===== src/rtl/hlte_pkg.sv =====
`timescale 1ns / 1ps
// ----------------------------------------------------------------------------
// hlte_pkg
// Shared types, constants and helpers of the held-lock table edge emitter.
// ----------------------------------------------------------------------------
package hlte_pkg;

    // table geometry
    localparam int THREAD_SLOTS    = 64;
    localparam int HELD_PER_THREAD = 16;
    localparam int MEM_DEPTH       = THREAD_SLOTS * HELD_PER_THREAD;

    localparam int ROW_W   = (THREAD_SLOTS > 1) ? $clog2(THREAD_SLOTS) : 1;
    localparam int ENTRY_W = (HELD_PER_THREAD > 1) ? $clog2(HELD_PER_THREAD) : 1;
    localparam int MEM_AW  = (MEM_DEPTH > 1) ? $clog2(MEM_DEPTH) : 1;

    // field widths
    localparam int SLOT_W  = 6;
    localparam int PROC_W  = 32;
    localparam int LOCK_W  = 64;
    localparam int STACK_W = 64;

    // request codes
    localparam logic REQ_ACQUIRE = 1'b0;
    localparam logic REQ_RELEASE = 1'b1;

    // result kinds
    localparam logic KIND_EDGE   = 1'b0;
    localparam logic KIND_STATUS = 1'b1;

    // status codes
    localparam logic [1:0] ST_OK   = 2'd0;
    localparam logic [1:0] ST_HELD = 2'd1;
    localparam logic [1:0] ST_FULL = 2'd2;

    typedef struct packed {
        logic               req_type;
        logic [SLOT_W-1:0]  thread_slot;
        logic [PROC_W-1:0]  process_id;
        logic [LOCK_W-1:0]  lock_addr;
        logic [STACK_W-1:0] call_stack_id;
    } in_item_t;

    typedef struct packed {
        logic               item_kind;
        logic [PROC_W-1:0]  edge_process;
        logic [SLOT_W-1:0]  edge_thread;
        logic [LOCK_W-1:0]  from_lock;
        logic [STACK_W-1:0] from_stack;
        logic [LOCK_W-1:0]  to_lock;
        logic [STACK_W-1:0] to_stack;
        logic [1:0]         status_code;
        logic               last_item;
    } out_item_t;

    // one table entry
    typedef struct packed {
        logic [LOCK_W-1:0]  addr;
        logic [STACK_W-1:0] stack;
    } entry_t;

    // controller to datapath
    typedef struct packed {
        logic               load;
        logic               rd_en;
        logic [ENTRY_W-1:0] rd_idx;
        logic [ENTRY_W-1:0] cur_idx;
        logic               scan_chk;
        logic               emit_edge;
        logic               store;
        logic               emit_status;
        logic               clr_en;
        logic [MEM_AW-1:0]  clr_addr;
    } cmd_t;

    // datapath to controller
    typedef struct packed {
        logic is_release;
        logic hit;
        logic occupied;
        logic out_free;
    } sts_t;

    // row of the table for an input slot
    function automatic logic [ROW_W-1:0] slot_row(input logic [SLOT_W-1:0] slot);
        int unsigned r;
        r = int'(slot) % THREAD_SLOTS;
        return ROW_W'(r);
    endfunction

    // flat memory address of one entry
    function automatic logic [MEM_AW-1:0] entry_addr(input logic [ROW_W-1:0]   row,
                                                     input logic [ENTRY_W-1:0] idx);
        int unsigned a;
        a = int'(row) * HELD_PER_THREAD + int'(idx);
        return MEM_AW'(a);
    endfunction

endpackage


===== src/rtl/hlte_ctrl.sv =====
`timescale 1ns / 1ps
// ----------------------------------------------------------------------------
// hlte_ctrl
// Sequencer: clearing pass, match scan, edge emission, store and status.
// ----------------------------------------------------------------------------
module hlte_ctrl (
    input  logic          aclk,
    input  logic          aresetn,
    input  logic          s_valid,
    output logic          s_ready,
    input  hlte_pkg::sts_t sts,
    output hlte_pkg::cmd_t cmd
);
    import hlte_pkg::*;

    localparam logic [2:0] S_CLEAR    = 3'd0;
    localparam logic [2:0] S_IDLE     = 3'd1;
    localparam logic [2:0] S_SCAN_RD  = 3'd2;
    localparam logic [2:0] S_SCAN_CHK = 3'd3;
    localparam logic [2:0] S_EMIT_RD  = 3'd4;
    localparam logic [2:0] S_EMIT_CHK = 3'd5;
    localparam logic [2:0] S_STORE    = 3'd6;
    localparam logic [2:0] S_STATUS   = 3'd7;

    localparam logic [ENTRY_W-1:0] LAST_IDX = ENTRY_W'(HELD_PER_THREAD - 1);
    localparam logic [MEM_AW-1:0]  LAST_CLR = MEM_AW'(MEM_DEPTH - 1);

    logic [2:0]         state_reg, state_next;
    logic [ENTRY_W-1:0] idx_reg, idx_next;
    logic [MEM_AW-1:0]  clr_cnt_reg, clr_cnt_next;

    // state and counters
    always_ff @(posedge aclk) begin
        if (!aresetn) begin
            state_reg   <= S_CLEAR;
            idx_reg     <= '0;
            clr_cnt_reg <= '0;
        end else begin
            state_reg   <= state_next;
            idx_reg     <= idx_next;
            clr_cnt_reg <= clr_cnt_next;
        end
    end

    assign s_ready = (state_reg == S_IDLE);

    // next state and commands
    always_comb begin
        state_next   = state_reg;
        idx_next     = idx_reg;
        clr_cnt_next = clr_cnt_reg;
        cmd          = '0;
        cmd.cur_idx  = idx_reg;
        cmd.clr_addr = clr_cnt_reg;
        unique case (state_reg)
            S_CLEAR: begin
                cmd.clr_en = 1'b1;
                if (clr_cnt_reg == LAST_CLR) begin
                    state_next = S_IDLE;
                end else begin
                    clr_cnt_next = clr_cnt_reg + 1'b1;
                end
            end
            S_IDLE: begin
                if (s_valid) begin
                    cmd.load   = 1'b1;
                    state_next = S_SCAN_RD;
                end
            end
            S_SCAN_RD: begin
                cmd.rd_en  = 1'b1;
                cmd.rd_idx = '0;
                idx_next   = '0;
                state_next = S_SCAN_CHK;
            end
            S_SCAN_CHK: begin
                cmd.scan_chk = 1'b1;
                if (idx_reg == LAST_IDX) begin
                    if (sts.is_release || sts.hit) begin
                        state_next = S_STATUS;
                    end else begin
                        state_next = S_EMIT_RD;
                    end
                end else begin
                    cmd.rd_en  = 1'b1;
                    cmd.rd_idx = idx_reg + 1'b1;
                    idx_next   = idx_reg + 1'b1;
                end
            end
            S_EMIT_RD: begin
                cmd.rd_en  = 1'b1;
                cmd.rd_idx = '0;
                idx_next   = '0;
                state_next = S_EMIT_CHK;
            end
            S_EMIT_CHK: begin
                // empty entries pass straight on, occupied ones wait for the output
                if (!sts.occupied || sts.out_free) begin
                    cmd.emit_edge = sts.occupied;
                    if (idx_reg == LAST_IDX) begin
                        state_next = S_STORE;
                    end else begin
                        cmd.rd_en  = 1'b1;
                        cmd.rd_idx = idx_reg + 1'b1;
                        idx_next   = idx_reg + 1'b1;
                    end
                end
            end
            S_STORE: begin
                cmd.store  = 1'b1;
                state_next = S_STATUS;
            end
            S_STATUS: begin
                if (sts.out_free) begin
                    cmd.emit_status = 1'b1;
                    state_next      = S_IDLE;
                end
            end
            default: begin
                state_next = S_CLEAR;
            end
        endcase
    end

endmodule


===== config.mk =====
export PLATFORM = sky130hd
export DESIGN_NAME = hlte_ctrl
export DESIGN_NICKNAME = d
export VERILOG_FILES = /design/src/rtl/hlte_pkg.sv /design/src/rtl/hlte_ctrl.sv
export SDC_FILE = /design/constraint.sdc
export NUM_CORES = 1
export LEC_CHECK = 0
export ABC_AREA = 1
export BUFFER_PORTS_ARGS = -buffer_cell sky130_fd_sc_hd__buf_4
export CORE_MARGIN = 10
export CORE_UTILIZATION = 50
export DETAILED_ROUTE_END_ITERATION = 8
export PLACE_DENSITY = 0.78
export SKIP_CTS_REPAIR_TIMING = 1
export SYNTH_ARGS = -nofsm -noshare
export SYNTH_HDL_FRONTEND = slang
export SYNTH_SLANG_ARGS = --single-unit
export TNS_END_PERCENT = 50

===== constraint.sdc =====
create_clock -name aclk -period 1.5 [get_ports aclk]
set_input_delay 0.075 -clock aclk [delete_from_list [all_inputs] [get_ports aclk]]
set_output_delay 0.075 -clock aclk [all_outputs]
set_load 0.005 [all_outputs]

==> results of run 1 <==
[routing by layer]
layer	wire [um]	up-vias	global-route usage, %
met1	1280	527	14.0
met5	0	-	0
li1	-	610	-
met4	9	0	4.45
met3	205	2	4.68
met2	1510	33	21.3
[worst min path at each step]
stage                     depth (start not counted)                        end  startpoint
final                                             3    idx_reg[0]$_SDFFE_PN0P_     aresetn
after global placement                            3  state_reg[0]$_SDFFE_PN0P_     aresetn
after detailed placement                          3  state_reg[0]$_SDFFE_PN0P_     aresetn
after floorplan                                   2                    cmd[13]      sts[1]
after CTS                                         3  state_reg[0]$_SDFFE_PN0P_     aresetn
after global routing                              3  state_reg[0]$_SDFFE_PN0P_     aresetn
[cells in the final DEF, fill, tap and decap left out, types with 2 or more instances in the layout]
cell type / netlist / final
nand2_1: 49 / 47
nor2_1: 18 / 18
o21ai_1: 2 / 2
inv_1: 19 / 19
nand2_4: 2 / 3
clkbuf_4: 0 / 3
o21ai_0: 5 / 5
a21oi_1: 13 / 13
nand2_2: 4 / 6
buf_4: 0 / 41
dfxtp_1: 17 / 11
nand3_1: 8 / 8
xor2_1: 2 / 2
xnor2_1: 2 / 2
nor2_2: 5 / 5
nand3_4: 0 / 2
inv_2: 4 / 4
nand4_1: 2 / 2
nand3_2: 4 / 2
dfxtp_4: 0 / 5
nor2_4: 4 / 4
[power by group through the flow]
stage,logic [mW],clock network [mW],registers [mW]
global placement,0.850,0,0.629
global route,1.06,0.265,0.664
detailed placement,0.867,0,0.634
CTS,0.869,0.248,0.624
finish,0.946,0.243,0.649
floorplan,0.601,0,0.610
[metrics by stage]
step	setup WS, ns	TNS [ns]
2_1_floorplan	0.114	0
3_3_place_gp	0.138	0
3_5_place_dp	0.0543	0
4_1_cts	-0.108	-0.438
5_1_grt	-0.0330	-0.0800
6_report	0.0479	0
[kinds of logic (layout without fill, tap and decap cells)]
kind of cell | after synthesis | count (layout)
and+or+nand+nor | 97 | 98
buffers and inverters | 27 | 70
AOI/OAI and AO/OA | 20 | 20
DFF | 17 | 17
xor gates and xnor gates | 4 | 4
adders and majority gates | 2 | 2
[worst register-to-register path: stages (launching register included)]
cell and delay [ns]:
dfxtp_1 0.37, ha_2 0.20, nand2_1 0.08, nor2_2 0.15
nand3_2 0.13, nand2_4 0.13, inv_4 0.07, nand2_1 0.06
nand2_1 0.04, nand2_1 0.06, nor2_2 0.03
[Yosys cell counts (all sizes together)]
| cell | count |
|---|---|
| a21oi | 13 |
| buf | 2 |
| clkbuf | 1 |
| dfxtp | 17 |
| ha | 2 |
| inv | 24 |
| nand2 | 55 |
| nand3 | 12 |
| nand4 | 2 |
| nor2 | 27 |
| nor3 | 1 |
| o21ai | 7 |
| xnor2 | 2 |
| xor2 | 2 |
[layout make-up]
type,count,area (um2)
repair buffers,42,319
flip-flops and latches,17,360
well taps,27,33.8
clock buffers,4,26.3
multi-input cells,124,679
inverters,24,92.6
fillers,150,510
==> results by group, run 1 <==
Pwr
  – Psw: 0.793 mW
  – Sw Ratio: 43.1%
  – Logic gate share of total power: 51.5%
  – Clock power share: around an eighth
  – Pleak: ~0.74 nW
  – Sequential share of power: 35.3%
  – Max VDD drop: roughly 0.0011 V
  – Power density cells: approximately 1200 nW/um2
  – Overall Power: around 1.8 mW
  – Internal: about 1.0 mW

Placed design
  – Routability cong.: ~0.83
  – Number of port buffers: 32
  – Placed Instances: 229
  – DP Area: between 1000 and 1500 um2
  – DP Wirelength: roughly 2.3 mm

Floorplan
  – Core area: 2020 um2
  – Initial Utilization: between 50 and 60%
  – Die Y-Extent: roughly 67 um
  – Die ar.: between 4000 and 5000 um2
  – Die width: ~67 um
  – FP Rows: 16
  – I/O pin count: 33

Final layout
  – Share of cells above drive strength 1: ~38%
  – Max reg flops: 10
  – Area Overhead vs Synth: 38.4%
  – Finished layout cell area: 1510 um2
  – Nets: approximately 220
  – Core Util, Final: between 70% and 80%
  – Final cell count without fillers: between 200 and 250
  – N_diodes: 0

Clock tree
  – Cts bufs inserted: 3
  – Sink Count: 17
  – TritonCTS clock tree: done
  – Later-pin clock latency in the skew report: between 0.2 and 0.3 ns
  – CTS Buffer Depth: 2
  – H-tree depth: 1
  – Root buf cell: clkbuf_4
  – CTS clk-pin slew, worst paths: ~0.10 ns

Synthesis
  – Sequential area share after synthesis: 31.2%
  – Mapped Cells: 167
  – Syn Area/Cell: roughly 6.5 um2
  – Cell accounting for the most synthesized area: dfxtp_1
  – Synth top area share: a little under a third
  – XOR/XNOR share of the synthesized area: 3.21%
  – Post-Synth Adder-Cell Area: under 10%
  – FF+latch count, synth: 17
  – Compound-Gate Fraction of Synth Area: ~9%
  – Cell variety after synth: 22
  – Largest family of logic cells by synthesized area: simple AND/OR/NAND/NOR gates
  – Syn Nets: about 180
  – Synth area leaders: dfxtp_1 31%, nand2_1 17%, inv_1 6.5%
  – Total number of yosys warnings: 0
  – Post-synthesis mux area share: 0%
  – Post-Syn Area: 1090 um2
  – Simple-gate share of the synthesized area: a little over two fifths

Detailed routing
  – TritonRoute pass-1 iters: 4
  – Post-route ant nets: 0
  – Wire length per cell: 12.6 um
  – Vias per std cell: slightly below 5
  – DRC violations left: 0
  – DR iter-0 viols: 63
  – WL final: about 3.0 mm
  – Vias: between 1000 and 1500

Critical path
  – R2r worst-path depth: 10
  – Worst endpoint required time: about 1.4 ns
  – Cell family with most CP delay: simple AND/OR/NAND/NOR gates
  – Critical Path, Cell by Cell: ha_4 > nand3_4 > nand3_4 > nand2_4 > nor2_4 > inv_2 > buf_6
  – Worst path slowest cell: dfxtp_2
  – Kind of critical path: register to primary output
  – Worst setup EP type: primary output
  – Setup crit start: idx_reg[1]$_SDFFE_PN0P_
  – Startpoint types: register
  – Worst r2r dst: clr_cnt_reg[7]$_SDFFE_PN0P_
  – CP Buf/Inv Count: 2
  – Stages on the worst setup path: 7
  – Critical Path AT: 1.38 ns
  – R2r startpoint: clr_cnt_reg[0]$_SDFFE_PN0P_
  – Setup crit end: cmd[23]
  – Max incr delay on CP: ~0.37 ns
  – Max FO, Critical Path: 5
  – Worst R2R Setup Slack: approximately 0.1 ns
  – Crit-path most repeated cell: nand3_4

Worst hold path
  – Worst Hold Class: input pin to register

Global route
  – Number of antenna violations at the first check in global routing: 0
  – Total track usage: between 10 and 15%
  – Vias in the first global route: roughly 1000
  – Final global-route overflow total: 0
  – Largest net degree at the start of global routing: 12
  – First-pass GRT wire length: 4.56 mm

Timing
  – Slew @ Worst Pin: roughly 0.23 ns
  – Final setup vio count: 0
  – Min Tclk post-route: 1.45 ns
  – Peak Freq: slightly below 700 MHz
  – Slew Viols, Final: 0
  – Period utilization: between 90% and 100%
  – Final Skew: 0.00185 ns
  – Rel. slew slack: 84.6%
  – Worst hold slack: approximately 0.075 ns
  – Fin. Hold Viols: 0
  – RSZ-0062 raised after global routing: yes

Run
  – Max Cap Viol: 0

Outcome
  – Outcome: complete, no violations
Note: power is estimated with default switching activity, not from simulation.
==> run 2, diff against run 1 <==
- RECOVER_POWER: unset -> 25
==> run 2 against run 1 <==
Against the previous run: wire length decreased by 0.30%; sequential share of layout area grew 0.24 points; total power barely moved; sequential cell count stayed put; largest cell class unchanged; die area did not move; clock power is essentially flat; combinational power about the same; sequential power is essentially flat.
==> results by group, run 2 (synthesis gave the netlist of run 1 again) <==
Timing
  – Rel. slew slack: ~85%
  – Final Skew: 0.00154 ns
  – Min Tclk post-route: about 1.5 ns
  – Final setup vio count: 0
  – Worst hold slack: 0.0756 ns
  – RSZ-0062 raised after global routing: yes
  – Slew @ Worst Pin: roughly 0.23 ns
  – Period utilization: a little over nine tenths
  – Peak Freq: about 690 MHz
  – Slew Viols, Final: 0
  – Fin. Hold Viols: 0

Global route
  – First-pass GRT wire length: around 4.6 mm
  – Final global-route overflow total: 0
  – Number of antenna violations at the first check in global routing: 0
  – Largest net degree at the start of global routing: 12
  – Vias in the first global route: between 1000 and 1500
  – Total track usage: 12.6%

Final layout
  – Multi-input gate area: between 600 and 700 um2
  – Finished layout cell area: about 1500 um2
  – FILL cells: roughly 160
  – Max reg flops: 10
  – Most common library cell in the layout ignoring fill and taps: nand2_1
  – Share of cells above drive strength 1: between 30% and 40%
  – Most frequent cells in the layout: 47 x nand2_1, 34 x buf_4, 19 x inv_1
  – Sequential cell area: approximately 360 um2
  – N_diodes: 0
  – Area Overhead vs Synth: 37.0%
  – Final cell count without fillers: roughly 240
  – Nets: 221

Placed design
  – Number of port buffers: 32
  – DP Area: approximately 1400 um2
  – Placed Instances: 229
  – DP Wirelength: between 2 and 2.5 mm
  – Routability cong.: 0.835

Detailed routing
  – DRC violations left: 0
  – Wire length per cell: roughly 13 um
  – DR iter-0 viols: between 60 and 70
  – WL final: about 3 mm
  – Post-route ant nets: 0
  – TritonRoute pass-1 iters: 4
  – Vias: around 1200
  – Vias per std cell: roughly 4.9

Pwr
  – Sw Ratio: 43.1%
  – Power density cells: 1230 nW/um2
  – Internal: between 1 and 1.5 mW
  – Psw: roughly 0.79 mW
  – Pleak: 0.725 nW
  – Clock power share: between 10% and 20%
  – Logic gate share of total power: 51.5%
  – Sequential share of power: a little over a third
  – Max VDD drop: 0.00106 V

Worst hold path
  – Hold endpoint: idx_reg[0]$_SDFFE_PN0P_
  – Worst Min Path Start: aresetn
  – Worst hold stages: 3
  – Worst Hold Class: input pin to register

Clock tree
  – TritonCTS clock tree: done
  – Root buf cell: clkbuf_4
  – CTS clk-pin slew, worst paths: ~0.1 ns
  – CTS Buffer Depth: 2
  – Cts bufs inserted: 3
  – H-tree depth: 1
  – Sink Count: 17
  – Later-pin clock latency in the skew report: 0.28 ns

Critical path
  – Critical Path, Cell by Cell: ha_4 > nand3_4 > nand3_4 > nand2_4 > nor2_4 > inv_2 > buf_6
  – Startpoint types: register
  – Critical Path AT: 1.38 ns
  – Worst path slowest cell: dfxtp_2
  – Worst r2r dst: clr_cnt_reg[7]$_SDFFE_PN0P_
  – Kind of critical path: register to primary output
  – Worst endpoint required time: approximately 1.4 ns
  – Max incr delay on CP: 0.37 ns
  – R2r worst-path depth: 10
  – Worst setup EP type: primary output
  – R2r startpoint: clr_cnt_reg[0]$_SDFFE_PN0P_
  – Worst R2R Setup Slack: ~0.10 ns
  – Crit-path most repeated cell: nand3_4
  – Max FO, Critical Path: 5

Floorplan
  – Core area: 2020 um2
  – Die Y-Extent: between 60 and 70 um
  – Die width: roughly 67 um
  – I/O pin count: 33
  – Die ar.: roughly 4500 um2
  – Initial Utilization: 54.0%
  – FP Rows: 16

Outcome
  – Outcome: complete, no violations

Run
  – Max Cap Viol: 0
run 2: critical path, delay by kind of cell (launching register included):
family / cells / cell delay [ns]
and+or+nand+nor: 4 / 0.41
DFF: 1 / 0.37
adders and majority gates: 1 / 0.16
buffers and inverters: 2 / 0.15
run 2: layout make-up:
cell class              instances  share of cell area (%)
multi-input cells             124                    45.4
inverters                      24                    6.19
well taps                      27                    2.26
repair buffers                 42                    20.3
flip-flops and latches         17                    24.1
clock buffers                   4                    1.76
run 2: worst max path at each step:
| stage | startpoint | end | slack (ns) | depth (start not counted) |
|---|---|---|---|---|
| 2_1_floorplan | clr_cnt_reg[0]$_SDFFE_PN0P_ | clr_cnt_reg[7]$_SDFFE_PN0P_ | 0.11 | 10 |
| 3_3_place_gp | clr_cnt_reg[1]$_SDFFE_PN0P_ | clr_cnt_reg[7]$_SDFFE_PN0P_ | 0.14 | 10 |
| 3_5_place_dp | clr_cnt_reg[1]$_SDFFE_PN0P_ | clr_cnt_reg[7]$_SDFFE_PN0P_ | 0.05 | 10 |
| 4_1_cts | idx_reg[0]$_SDFFE_PN0P_ | cmd[23] | -0.11 | 7 |
| 5_1_grt | idx_reg[1]$_SDFFE_PN0P_ | cmd[23] | -0.03 | 7 |
| 6_report | idx_reg[1]$_SDFFE_PN0P_ | cmd[23] | 0.05 | 7 |
run 2: metal layers:
layer | part of all wire (%) | vias up | wire (um) | GRT usage, %
met4 | 0.30 | 0 | 9 | 4.45
met5 | 0 | - | 0 | 0
met2 | 50 | 35 | 1500 | 21.3
li1 | - | 609 | - | -
met3 | 6.9 | 2 | 206 | 4.68
met1 | 42 | 526 | 1270 | 14.0
run 2: power by group through the flow:
stage | sequential [mW] | clock, mW | combinational, mW
6_report | 0.649 | 0.243 | 0.946
5_1_grt | 0.664 | 0.265 | 1.06
4_1_cts | 0.624 | 0.248 | 0.869
3_5_place_dp | 0.634 | 0 | 0.867
3_3_place_gp | 0.629 | 0 | 0.850
2_1_floorplan | 0.610 | 0 | 0.601
run 2: per-stage QoR:
stage / TNS [ns] / total power [mW] / util (%) / setup slack [ns]
final: 0 / 1.84 / 74.0 / 0.0490
after global routing: -0.0800 / 1.99 / 74.0 / -0.0330
after CTS: -0.438 / 1.74 / 69.8 / -0.108
after detailed placement: 0 / 1.50 / 68.5 / 0.0543
after global placement: 0 / 1.48 / 68.5 / 0.138
after floorplan: 0 / 1.21 / - / 0.114
==> run 3, diff against run 2 <==
==> constraint.sdc (replaced) <==
create_clock -name aclk -period 1.5 [get_ports aclk]
set_input_delay 0.3 -clock aclk [delete_from_list [all_inputs] [get_ports aclk]]
set_output_delay 0.3 -clock aclk [all_outputs]
set_load 0.005 [all_outputs]
==> run 3 against run 2 <==
Against the previous run: the run now ends with setup timing left; die area is the same; global-route usage grew 0.96 points; sequential cell count unchanged; via count grew 5.5%; register-to-register slack got worse by 0.08 ns; core utilization increased by 5.3 points; worst hold slack improved by 0.19 ns; clock skew grew 0.012 ns; non-clock buffer count increased by 11; first-iteration DRC count decreased by 32%; clock-buffer cell count stayed put; sequential share of layout area down 1.9 points; largest power group unchanged.
==> results by group, run 3 (synthesis gave the netlist of run 1 again) <==
Timing
  – Fin. Hold Viols: 0
  – Min Tclk post-route: 1.75 ns
  – Slew Viols, Final: 0
  – Rel. slew slack: a little over four fifths
  – Final setup vio count: 8
  – Peak Freq: 572 MHz
  – Final Skew: 0.0133 ns
  – Worst hold slack: ~0.27 ns
  – RSZ-0062 raised after global routing: yes
  – Slew @ Worst Pin: around 0.24 ns
  – Final worst setup slack: -0.247 ns
  – Period utilization: 116%

Floorplan
  – Core area: 2020 um2
  – Die width: between 60 and 70 um
  – I/O pin count: 33
  – Die ar.: approximately 4500 um2
  – FP Rows: 16
  – Die Y-Extent: roughly 67 um
  – Initial Utilization: between 50% and 60%

Critical path
  – Worst endpoint required time: around 1.2 ns
  – Max FO, Critical Path: 5
  – Critical Path AT: roughly 1.5 ns
  – Kind of critical path: register to primary output
  – Startpoint types: register
  – Worst setup EP type: primary output

Final layout
  – Most frequent cells in the layout: 49 x buf_4, 46 x nand2_1, 18 x nor2_1
  – N_diodes: 0
  – Most common library cell in the layout ignoring fill and taps: buf_4
  – Max reg flops: 10
  – Nets: between 200 and 250
  – Share of cells above drive strength 1: ~42%
  – Area Overhead vs Synth: 46.9%
  – FILL cells: between 150 and 200

Clock tree
  – CTS Buffer Depth: 2
  – H-tree depth: 1
  – TritonCTS clock tree: done
  – Later-pin clock latency in the skew report: just over 0.3 ns
  – Cts bufs inserted: 3
  – CTS clk-pin slew, worst paths: between 0.1 and 0.15 ns
  – Sink Count: 17
  – Root buf cell: clkbuf_4

Global route
  – Number of antenna violations at the first check in global routing: 0
  – Vias in the first global route: 1099
  – Final global-route overflow total: 0
  – Largest net degree at the start of global routing: 12
  – Total track usage: 13.5%
  – First-pass GRT wire length: between 4 and 5 mm

Placed design
  – Routability cong.: 0.791
  – Number of port buffers: 32
  – DP Wirelength: between 2 and 2.5 mm

Detailed routing
  – Vias per std cell: ~5.0
  – DRC violations left: 0
  – DR iter-0 viols: between 40 and 50
  – Post-route ant nets: 0
  – Vias: 1236
  – Routed wl met3: 227 um
  – DR WL met2: ~1.7 mm
  – Wire length per cell: roughly 14 um
  – WL final: about 3.4 mm
  – Max Used Layer: met4
  – M1 wire length: between 1 and 1.5 mm
  – TritonRoute pass-1 iters: 5

Pwr
  – Overall Power: around 2.1 mW
  – Power density cells: 1310 nW/um2
  – Pleak: 0.803 nW
  – Max VDD drop: between 0.001 and 0.0015 V

Worst hold path
  – Worst Hold Class: input pin to register

Run
  – Max Cap Viol: 0

Outcome
  – Failing checks: setup timing
  – Outcome: finished, violations left
run 3: critical path, cell delays in order, from the launching register on:
cell     delay, ns
dfxtp_2       0.37
ha_4          0.15
nand3_4       0.11
nand2_4       0.11
nand2_4       0.09
nor2_4        0.16
inv_2         0.05
buf_6         0.11
run 3: metrics by stage:
stage / instances / TNS, ns / setup slack [ns] / instance area [um2] / utilization, %
global route: 248 / -2.06 / -0.303 / 1600 / 79.3
floorplan: 167 / 0 / 0.114 / 1090 / -
global placement: 232 / 0 / 0.0405 / 1410 / 69.6
CTS: 236 / -1.82 / -0.341 / 1430 / 70.9
detailed placement: 232 / -0.00114 / -0.00114 / 1410 / 69.6
finish: 248 / -1.19 / -0.247 / 1600 / 79.3
run 3: power breakdown:
group | internal [mW] | total, mW | switching [mW]
registers | 0.536 | 0.633 | 0.0970
logic | 0.577 | 1.20 | 0.624
clock network | 0.104 | 0.263 | 0.159
total | 1.22 | 2.10 | 0.881
run 3: layout make-up:
cell class	count	area, um2	share of cell area [%]
Clock buffer	4	26.3	1.64
Tap cell	27	33.8	2.11
Inverter	24	92.6	5.77
Sequential cell	17	355	22.2
Multi-Input combinational cell	123	683	42.6
Timing Repair Buffer	53	413	25.7
run 3: routing by layer:
| layer | vias to the layer above | track usage (%) |
|---|---|---|
| li1 | 630 | - |
| met1 | 570 | 14.6 |
| met2 | 31 | 23.5 |
| met3 | 5 | 4.68 |
| met4 | 0 | 5.50 |
| met5 | - | 0 |
run 3: path summary, 6_finish.rpt:
check,cells past startpoint,endpoint,startpoint,slack [ns]
min,3,state_reg[1]$_SDFFE_PN0P_,aresetn,0.27
max,7,cmd[23],idx_reg[1]$_SDFFE_PN0P_,-0.25
min reg2reg,2,idx_reg[2]$_SDFFE_PN0P_,idx_reg[2]$_SDFFE_PN0P_,0.53
max reg2reg,8,clr_cnt_reg[2]$_SDFFE_PN0P_,clr_cnt_reg[1]$_SDFFE_PN0P_,0.02
